==> src/design/efcd_pkg.sv <==
`default_nettype none

package efcd_pkg;

    // framing bytes
    localparam logic [7:0] FLAG_BYTE = 8'hFF;
    localparam logic [7:0] ESC_BYTE  = 8'hFE;

    // reset value of the color command register, ascii 'c'
    localparam logic [7:0] COLOR_CODE_RESET = 8'd99;

    // default store depth in bytes, one slot kept free
    localparam int BUFFER_BYTES_DEFAULT = 32;

    // width of the reported payload length
    localparam int LEN_W = 5;

    // number of store positions that are ever reported
    localparam int FRONT_DEPTH = 4;

    // one frame report
    typedef struct packed {
        logic             valid;
        logic             checksum_ok;
        logic [LEN_W-1:0] payload_length;
        logic             is_color;
        logic [7:0]       red;
        logic [7:0]       green;
        logic [7:0]       blue;
    } t_result;

endpackage

`default_nettype wire

==> src/design/efcd_frame.sv <==
`default_nettype none

module efcd_frame
    import efcd_pkg::*;
#(
    parameter int BUFFER_BYTES = BUFFER_BYTES_DEFAULT
) (
    input  wire logic       i_clk,
    input  wire logic       i_rst_n,
    input  wire logic       i_step,
    input  wire logic [7:0] i_byte,
    input  wire logic [7:0] i_color_code,
    output t_result         o_result
);

    localparam int FILL_W = $clog2(BUFFER_BYTES);
    localparam logic [FILL_W-1:0] FILL_MAX   = FILL_W'(BUFFER_BYTES - 1);
    localparam logic [FILL_W-1:0] FRONT_LIM  = FILL_W'(FRONT_DEPTH);
    localparam logic [FILL_W-1:0] FILL_ONE   = FILL_W'(1);

    logic              r_escape;
    logic [FILL_W-1:0] r_fill;
    logic [7:0]        r_sum;
    logic [7:0]        r_last;
    logic [7:0]        r_front [FRONT_DEPTH];

    logic              n_escape;
    logic [FILL_W-1:0] n_fill;
    logic [7:0]        n_sum;
    logic [7:0]        n_last;

    logic              is_flag;
    logic              is_esc;
    logic              do_store;
    logic              do_end;
    logic              can_store;
    logic [7:0]        payload_sum;
    logic              sum_ok;
    logic              col_hit;
    logic [FILL_W-1:0] len_full;
    logic [FILL_W+LEN_W-1:0] len_ext;

    // byte classification
    always_comb begin
        is_flag   = (i_byte == FLAG_BYTE);
        is_esc    = (i_byte == ESC_BYTE);
        can_store = (r_fill < FILL_MAX);
        do_store  = i_step && (r_escape || (!is_flag && !is_esc));
        do_end    = i_step && !r_escape && is_flag;
    end

    // checksum and report fields from the state before this byte
    always_comb begin
        payload_sum = r_sum - r_last;
        sum_ok      = ((payload_sum ^ 8'hFF) == r_last);
        col_hit     = sum_ok && (r_front[0] == i_color_code);
        len_full    = r_fill - FILL_ONE;
        len_ext     = {{LEN_W{1'b0}}, len_full};

        o_result.valid          = do_end && (r_fill > FILL_ONE);
        o_result.checksum_ok    = sum_ok;
        o_result.payload_length = len_ext[LEN_W-1:0];
        o_result.is_color       = col_hit;
        o_result.red            = col_hit ? r_front[1] : 8'd0;
        o_result.green          = col_hit ? r_front[2] : 8'd0;
        o_result.blue           = col_hit ? r_front[3] : 8'd0;
    end

    // next frame state
    always_comb begin
        n_escape = r_escape;
        n_fill   = r_fill;
        n_sum    = r_sum;
        n_last   = r_last;
        if (i_step) begin
            if (r_escape) begin
                n_escape = 1'b0;
            end else if (is_esc) begin
                n_escape = 1'b1;
            end
        end
        if (do_store && can_store) begin
            n_fill = r_fill + FILL_ONE;
            n_sum  = r_sum + i_byte;
            n_last = i_byte;
        end
        if (do_end) begin
            n_fill = '0;
            n_sum  = '0;
            n_last = '0;
        end
    end

    // frame state registers
    always_ff @(posedge i_clk) begin
        if (!i_rst_n) begin
            r_escape <= 1'b0;
            r_fill   <= '0;
            r_sum    <= '0;
            r_last   <= '0;
        end else begin
            r_escape <= n_escape;
            r_fill   <= n_fill;
            r_sum    <= n_sum;
            r_last   <= n_last;
        end
    end

    // first store positions, kept across frames
    always_ff @(posedge i_clk) begin
        if (!i_rst_n) begin
            for (int k = 0; k < FRONT_DEPTH; k++) begin
                r_front[k] <= '0;
            end
        end else if (do_store && can_store && (r_fill < FRONT_LIM)) begin
            r_front[r_fill[1:0]] <= i_byte;
        end
    end

endmodule

`default_nettype wire

==> src/design/escaped_frame_checksum_deframer.sv <==
`default_nettype none

// Byte-stuffed frame receiver with an inverted-sum checksum. One received byte
// is taken per transfer on the input channel; 0xFF ends a frame and 0xFE makes
// the next byte literal data. At a frame end with two or more stored bytes one
// report comes out: whether the last byte equals the inverted 8-bit sum of the
// bytes before it, the payload length, and for a color command with a good
// checksum (first byte equal to the color code register) the three bytes
// after it; otherwise the color fields read zero. Shorter frames give no
// report. Bytes beyond BUFFER_BYTES-1 in one frame are dropped. A byte is
// accepted every cycle while the output is not stalled; the report passes
// through the input register, then the result register, and a filled stage
// holds while the output is stalled. Write the color code register only
// while the block is idle.
module escaped_frame_checksum_deframer
    import efcd_pkg::*;
#(
    parameter int BUFFER_BYTES = BUFFER_BYTES_DEFAULT
) (
    input  wire logic             i_clk,
    input  wire logic             i_rst_n,
    input  wire logic             i_cfg_wr_en,
    input  wire logic [7:0]       i_cfg_wr_data,
    input  wire logic             i_rx_valid,
    output logic                  o_rx_stall,
    input  wire logic [7:0]       i_rx_byte,
    output logic                  o_res_valid,
    input  wire logic             i_res_stall,
    output logic                  o_checksum_ok,
    output logic [LEN_W-1:0]      o_payload_length,
    output logic                  o_is_color,
    output logic [7:0]            o_red,
    output logic [7:0]            o_green,
    output logic [7:0]            o_blue
);

    logic [7:0] r_color;
    logic       r_in_valid;
    logic [7:0] r_in_byte;
    t_result    r_out;

    logic       out_free;
    logic       in_free;
    logic       step;
    t_result    frame_res;

    // color command register
    always_ff @(posedge i_clk) begin
        if (!i_rst_n) begin
            r_color <= COLOR_CODE_RESET;
        end else if (i_cfg_wr_en) begin
            r_color <= i_cfg_wr_data;
        end
    end

    // handshake between the two stages
    always_comb begin
        out_free     = !r_out.valid || !i_res_stall;
        step         = r_in_valid && out_free;
        in_free      = !r_in_valid || out_free;
        o_rx_stall   = !in_free;
    end

    // input register
    always_ff @(posedge i_clk) begin
        if (!i_rst_n) begin
            r_in_valid <= 1'b0;
        end else if (in_free) begin
            r_in_valid <= i_rx_valid;
        end
    end

    always_ff @(posedge i_clk) begin
        if (in_free && i_rx_valid) begin
            r_in_byte <= i_rx_byte;
        end
    end

    // frame state and checksum
    efcd_frame #(
        .BUFFER_BYTES (BUFFER_BYTES)
    ) u_frame (
        .i_clk        (i_clk),
        .i_rst_n      (i_rst_n),
        .i_step       (step),
        .i_byte       (r_in_byte),
        .i_color_code (r_color),
        .o_result     (frame_res)
    );

    // result register
    always_ff @(posedge i_clk) begin
        if (!i_rst_n) begin
            r_out.valid <= 1'b0;
        end else if (out_free) begin
            r_out.valid <= step && frame_res.valid;
        end
        if (out_free && step && frame_res.valid) begin
            r_out.checksum_ok    <= frame_res.checksum_ok;
            r_out.payload_length <= frame_res.payload_length;
            r_out.is_color       <= frame_res.is_color;
            r_out.red            <= frame_res.red;
            r_out.green          <= frame_res.green;
            r_out.blue           <= frame_res.blue;
        end
    end

    // output ports
    assign o_res_valid      = r_out.valid;
    assign o_checksum_ok    = r_out.checksum_ok;
    assign o_payload_length = r_out.payload_length;
    assign o_is_color       = r_out.is_color;
    assign o_red            = r_out.red;
    assign o_green          = r_out.green;
    assign o_blue           = r_out.blue;

endmodule

`default_nettype wire

==> config.mk <==
export PLATFORM = sky130hd
export DESIGN_NAME = escaped_frame_checksum_deframer
export DESIGN_NICKNAME = d
export VERILOG_FILES = /design/src/design/efcd_pkg.sv /design/src/design/efcd_frame.sv /design/src/design/escaped_frame_checksum_deframer.sv
export SDC_FILE = /design/constraint.sdc
export NUM_CORES = 1
export LEC_CHECK = 0
export ABC_AREA = 1
export ABC_CLOCK_PERIOD_IN_PS = 3000
export BUFFER_PORTS_ARGS = -buffer_cell sky130_fd_sc_hd__buf_2
export CAP_MARGIN = 25
export CORE_ASPECT_RATIO = 0.8
export CORE_MARGIN = 1.5
export CORE_UTILIZATION = 55
export CTS_CLUSTER_SIZE = 24
export DETAILED_ROUTE_END_ITERATION = 16
export PLACE_DENSITY = 0.76
export SETUP_SLACK_MARGIN = 0.1
export SYNTH_ARGS = -nofsm -noshare
export SYNTH_HDL_FRONTEND = slang
export SYNTH_SLANG_ARGS = --single-unit
export TNS_END_PERCENT = 20
==> constraint.sdc <==
create_clock -name i_clk -period 3 [get_ports i_clk]
set_input_delay 0.3 -clock i_clk [delete_from_list [all_inputs] [get_ports i_clk]]
set_output_delay 0.3 -clock i_clk [all_outputs]
set_load 0.01 [all_outputs]
Word-level counts from Yosys, hierarchy flattened
Memories as Yosys holds them, arrays and structs flattened. A register that Yosys moved wholly into a read port is not among the register bits.
Cells that the tools add are included.
{ "word_totals": {"regBits": 47, "mem_bits_rw": 32, "input_bits": 21, "output_inout_bits": 33, "elab_cells": 62, "n_memories": 1} }
{ "memory_table": {"columns": ["memory", "words", "word_bits", "rd", "rd_clocked_by_memory_dff", "write_ports", "line", "text"], "rows": [
  ["u_frame.r_front", 4, 8, 4, 3, 4, "efcd_frame.sv:25", "logic [7:0] r_front [FRONT_DEPTH];"]
]} }
{ "classes": {"addsub": 4, "magnitude_cmp": 3, "n_eq_ne": 4, "n_mux": 9, "bitwise": 2, "n_reduce_logical": 28} }
{ "ops": {"columns": ["operator", "count"], "rows": [
  ["8-bit == test", 2],
  ["8-bit == test, second input constant", 2],
  ["1-bit logical AND", 13],
  ["1-bit zero test", 10],
  ["8-bit adder", 1],
  ["8-bit 2-to-1 mux", 1],
  ["8-bit inverter", 1],
  ["8-bit OR reduction", 1],
  ["8-bit subtractor", 1],
  ["1-bit 2-to-1 mux", 7],
  ["5-bit by 1-bit adder with 5-bit output, second input constant", 1],
  ["5-bit by 1-bit greater-than comparator with 1-bit output, second input constant", 1],
  ["5-bit by 3-bit < comparator with 1-bit output, second input constant", 1],
  ["5-bit < comparator, second input constant", 1],
  ["5-bit by 1-bit subtractor with 5-bit output, second input constant", 1],
  ["1-bit logical OR", 3],
  ["2-bit 2-to-1 mux", 1],
  ["2-bit OR reduction", 1],
  ["1-bit inverter", 1]
]} }

Longest topological paths before layout
{ "depth": {"word_depth": 12, "ltp_mapped": 15, "mapped_depth_nobuf": 14} }

Hierarchy
Synthesis repeated with hierarchy kept, for this count alone.
{ "unflattened": {"hier_cells": 484, "area_unflattened_um2": 4914.7} }
{ "by_module_without_submodules": {"columns": ["module", "instances", "cells_each", "area_per_inst_um2", "seq_area_each_um2"], "rows": [
  ["efcd_frame", 1, 393, 3349.5, 1381.3],
  ["escaped_frame_checksum_deframer", 1, 91, 1565.3, 1371.3]
]} }

Worst setup path before layout
OpenSTA, ideal clock, no wires.
{ "synth_path": {"kind": "register to register", "start": "reg r_in_byte[1]", "end": "mem u_frame.r_front[0][0], enable pin", "setup_time_ns": 0.384, "t_arrival_ns": 1.887, "t_required_ns": 2.616, "path_slack_ns": 0.729, "path_stages_with_launch": 10, "path_buffers": 0, "synth_period_minus_slack_ns": 2.271, "path_cell_list": "edfxtp_1 > inv_1 > nor3_1 > nand2_1 > nand2_1 > nand2_1 > nand3_2 > nor2_2 > inv_1 > o21ai_0"} }
{ "synth_rtl": {"columns": ["item", "line", "text"], "rows": [
  ["start, declared", "escaped_frame_checksum_deframer.sv:39", "logic [7:0] r_in_byte;"],
  ["start signal, assigned", "escaped_frame_checksum_deframer.sv:75", "r_in_byte <= i_rx_byte;"],
  ["end, declared", "efcd_frame.sv:25", null]
]} }

Final worst setup path
{ "layout_path": {"start": "reg u_frame.r_last[4]", "end": "reg o_blue[2] (netlist name)"} }
{ "layout_via": {"elab_chain_cells": 5} }
{ "layout_lines": {"columns": ["item", "line", "text"], "rows": [
  ["start, declared", "efcd_frame.sv:24", "logic [7:0] r_last;"],
  ["start signal, assigned", "efcd_frame.sv:105", "r_last <= n_last;"],
  ["8-bit subtractor", "efcd_frame.sv:54", "payload_sum = r_sum - r_last;"],
  ["8-bit inverter (no source line)", null, null],
  ["8-bit == test *", "efcd_frame.sv:55", "sum_ok = ((payload_sum ^ 8'hFF) == r_last);"],
  ["1-bit logical AND *", "efcd_frame.sv:56", "col_hit = sum_ok && (r_front[0] == i_color_code);"],
  ["1-bit zero test (no source line) *", null, null]
]} }
Mark *: on every way between the ends. The rest lies on a longest branch, timed or not.
A chain may end at the register's enable or synchronous reset.

==> metrics <==
run status completed; number of I/O port buffers 53; RSZ-0062 raised after global routing false; fmax 0.4542 GHz; Reg2Reg Depth 11; clk slew on worst S/H paths 0.10 ns; leakage power 2.262 nW; max cap viols 0; Via-to-Cell Ratio 4.927; relative slew slack around two fifths; fin crit period 2.202 ns; FF-to-FF End o_blue[2]; peak supply drop 0.0003206 V; setup slack after layout 0.7984 ns; sequential area share after synthesis 57.97%; CTS Buffer Depth 2; worst slew pin tran between 0.9 and 1 ns; post-cts sizing count 0; cell count after synthesis 495; via count 3316; fin. max-slew vios 0; htree depth 3; GRT Util Overall 20.71%; FFs w/ async S/R, synth 0%; Starting DRT DRC Count 205; met2 usage 31.88%; Synthesized Nets 533; Layout Cells excl Fill a little under 700; final setup vio count 0; area leader, netlist edfxtp_1; vias in the first global route between 3000 and 4000; cts hold-fix bufs 0; clk root buf clkbuf_8; Setup crit end o_blue[2]; total CTS buffers 9; final setup TNS 0 ns; Synth Area per Inst between 9 and 10 um2; synthesis-to-layout area growth 12.07%; synthesis-stage register bit count ~100; top cell type's share of synthesized area 44.90%; Worst Path Arrival ~2.4 ns; nets 594; ranking of synthesized cells by area edfxtp_1 (45%), dfxtp_1 (13%), nand2_1 (7.1%), inv_1 (6.9%), ha_1 (4.2%); Worst setup SP type register; # diodes 0; Critical Path Fanout Max 25; worst reg2reg startpoint u_frame.r_last[4]; number of synthesized flops with an enable pin 71; Clock Latency Late Sink 0.37 ns; post-CTS setup buffer count 0; Synth Flop Type edfxtp_1; worst slack at placement 0.7951 ns; Die Wd 106.9 um; Pwr Total 2.781 mW; Syn Std Cell Area 4748 um2; crit-path max cell delay approximately 0.36 ns; Crit. End Element register; Core Region between 8000 and 9000 um2; GRT met3 Usage 5.091%; Placement Cell Area 5141 um2; grt total ovfl 0; synth unique cells 31; Reg2Reg Setup Slack 0.80 ns; Die Area 9203 um2; Design Area, Final 5321 um2; Req. time, crit path 3.22 ns; GPL Wtd Cong 0.9050; GRT busiest layer met2; Detail Placement HPWL between 6 and 7 mm; drt first pass iters 5; Pwr per Cell Area ~520 nW/um2; Tcrit/Tclk final 73.39%; CTS Sinks approximately 100; WS Path Type register to register; share of post-route cells with drive strength above 1 18.36%; worst-path cell chain inv_1, ha_1, nand2_1, inv_1, a21oi_1, nand3_1, nand2_1, nand2_1, nor2_2, nand3_4, nor2_1; Placed Instances 657; Worst Setup SP u_frame.r_last[4]; Yosys warning total 0; first-pass GRT wire length 14.55 mm; clock skew ~0.012 ns; CTS tree yes; Most Frequent Cell on Critical Path nand2_1; Antenna Nets Post-Route 0; largest net degree at the start of global routing 32; die height 86.11 um; Slowest-stage cell, CP dfxtp_1; mean routed wirelength per cell 12.84 um; Hold Path Class primary input to register; Detailed Route WL roughly 8.6 mm; Hold Vio Cnt, Final 0; DRC violations left 0; antenna violations before repair 0; row cnt 30; GR Util met1 29.41%; io pins 54; Initial Util about 56%; Fillers 709
[report_power, final]
part	internal [mW]	switching [mW]
registers	1.56	0.0416
logic	0.147	0.237
clock network	0.312	0.486
total	2.02	0.765
[sequential cells by signal, summed over array words and instances, names as in the netlist]
register	cells
u_frame.r_sum	8
o_green	8
o_blue	8
o_res_valid	1
o_is_color	1
u_frame.r_last	7
r_in_byte	8
u_frame.r_front	32
r_color	8
o_payload_length	5
u_frame.r_fill	5
o_red	8
u_frame.r_escape	1
r_in_valid	1
o_checksum_ok	1
[placed cells by master, fill, tap and decap left out, types with 6 or more instances in the layout]
cell      Yosys  final
nand2_1      90     90
inv_1        87     87
edfxtp_1     71     71
buf_2         1     53
nor2_1       50     50
dfxtp_1      31     31
a21oi_1      30     30
nand3_1      26     26
nor2_2       20     20
o21ai_0      20     20
ha_1         16     16
xnor2_1      12     12
xor2_1       11     11
clkbuf_8      0      9
buf_4         2      6
[synthesized netlist by cell type (2+ instances only)]
library cell and number:
xnor2_1 12, inv_1 87, o21ai_0 20, nor2_1 50, buf_4 2, nand4_1 4
a21oi_1 30, ha_1 16, nand3_1 26, edfxtp_1 71, buf_6 2, nor2_2 20
xor2_1 11, nand2_1 90, nor3_1 4, dfxtp_1 31, clkbuf_1 4, nand2_2 2
[final cells by class]
type	instances	area, um2	area share [%]
flip-flops and latches	102	2753	51.73
multi-input cells	296	1608	30.21
inverters	88	330.3	6.207
repair buffers	59	310.3	5.831
well taps	112	140.1	2.633
clock buffers	9	123.9	2.328
clock inverters	7	56.30	1.058
[routing by layer]
metal | part of all wire [%] | wire [um] | vias to the layer above
met1 | 48 | 4138 | 1493
met2 | 45 | 3899 | 110
met5 | 0 | 0 | -
met3 | 5.7 | 494 | 11
li1 | - | - | 1702
met4 | 1.3 | 111 | 0
[critical path, delay by kind of cell, from the launching register on]
kind / cells / cell delay (ns)
flip-flops: 1 / 0.36
AND/OR/NAND/NOR: 7 / 1.04
adder cells (fa/ha/maj): 1 / 0.35
AO/OA/AOI/OAI: 1 / 0.18
buffers and inverters: 2 / 0.11
[cell families (layout without fill, tap and decap cells)]
group | count (synthesis) | count (layout) | share of synthesized area [%]
fa+ha+maj | 17 | 17 | 4.638
xor+xnor | 23 | 23 | 4.242
compound gates | 53 | 53 | 5.745
flops | 102 | 102 | 57.97
buf+inv | 97 | 163 | 8.168
simple gates | 203 | 203 | 19.24
[metrics by stage]
step                hold slack, ns  utilization (%)
floorplan                   0.3989                -
global placement            0.4560            60.87
detailed placement          0.4602            60.87
CTS                        0.08315            63.01
global route               0.07267            63.01
finish                     0.09911            63.01
[worst min-delay path by stage]
| stage | from | to | slack [ns] | cells past startpoint |
|---|---|---|---|---|
| floorplan | i_rx_byte[0] | r_in_byte[0] | 0.40 | 0 |
| global placement | u_frame.r_last[0] | u_frame.r_last[0] | 0.46 | 2 |
| detailed placement | u_frame.r_last[0] | u_frame.r_last[0] | 0.46 | 2 |
| CTS | i_rx_byte[3] | r_in_byte[3] | 0.08 | 1 |
| global route | i_rx_byte[5] | r_in_byte[5] | 0.07 | 1 |
| finish | i_rx_byte[7] | r_in_byte[7] | 0.1 | 1 |
No activity file was read; power rests on OpenSTA's default activity.
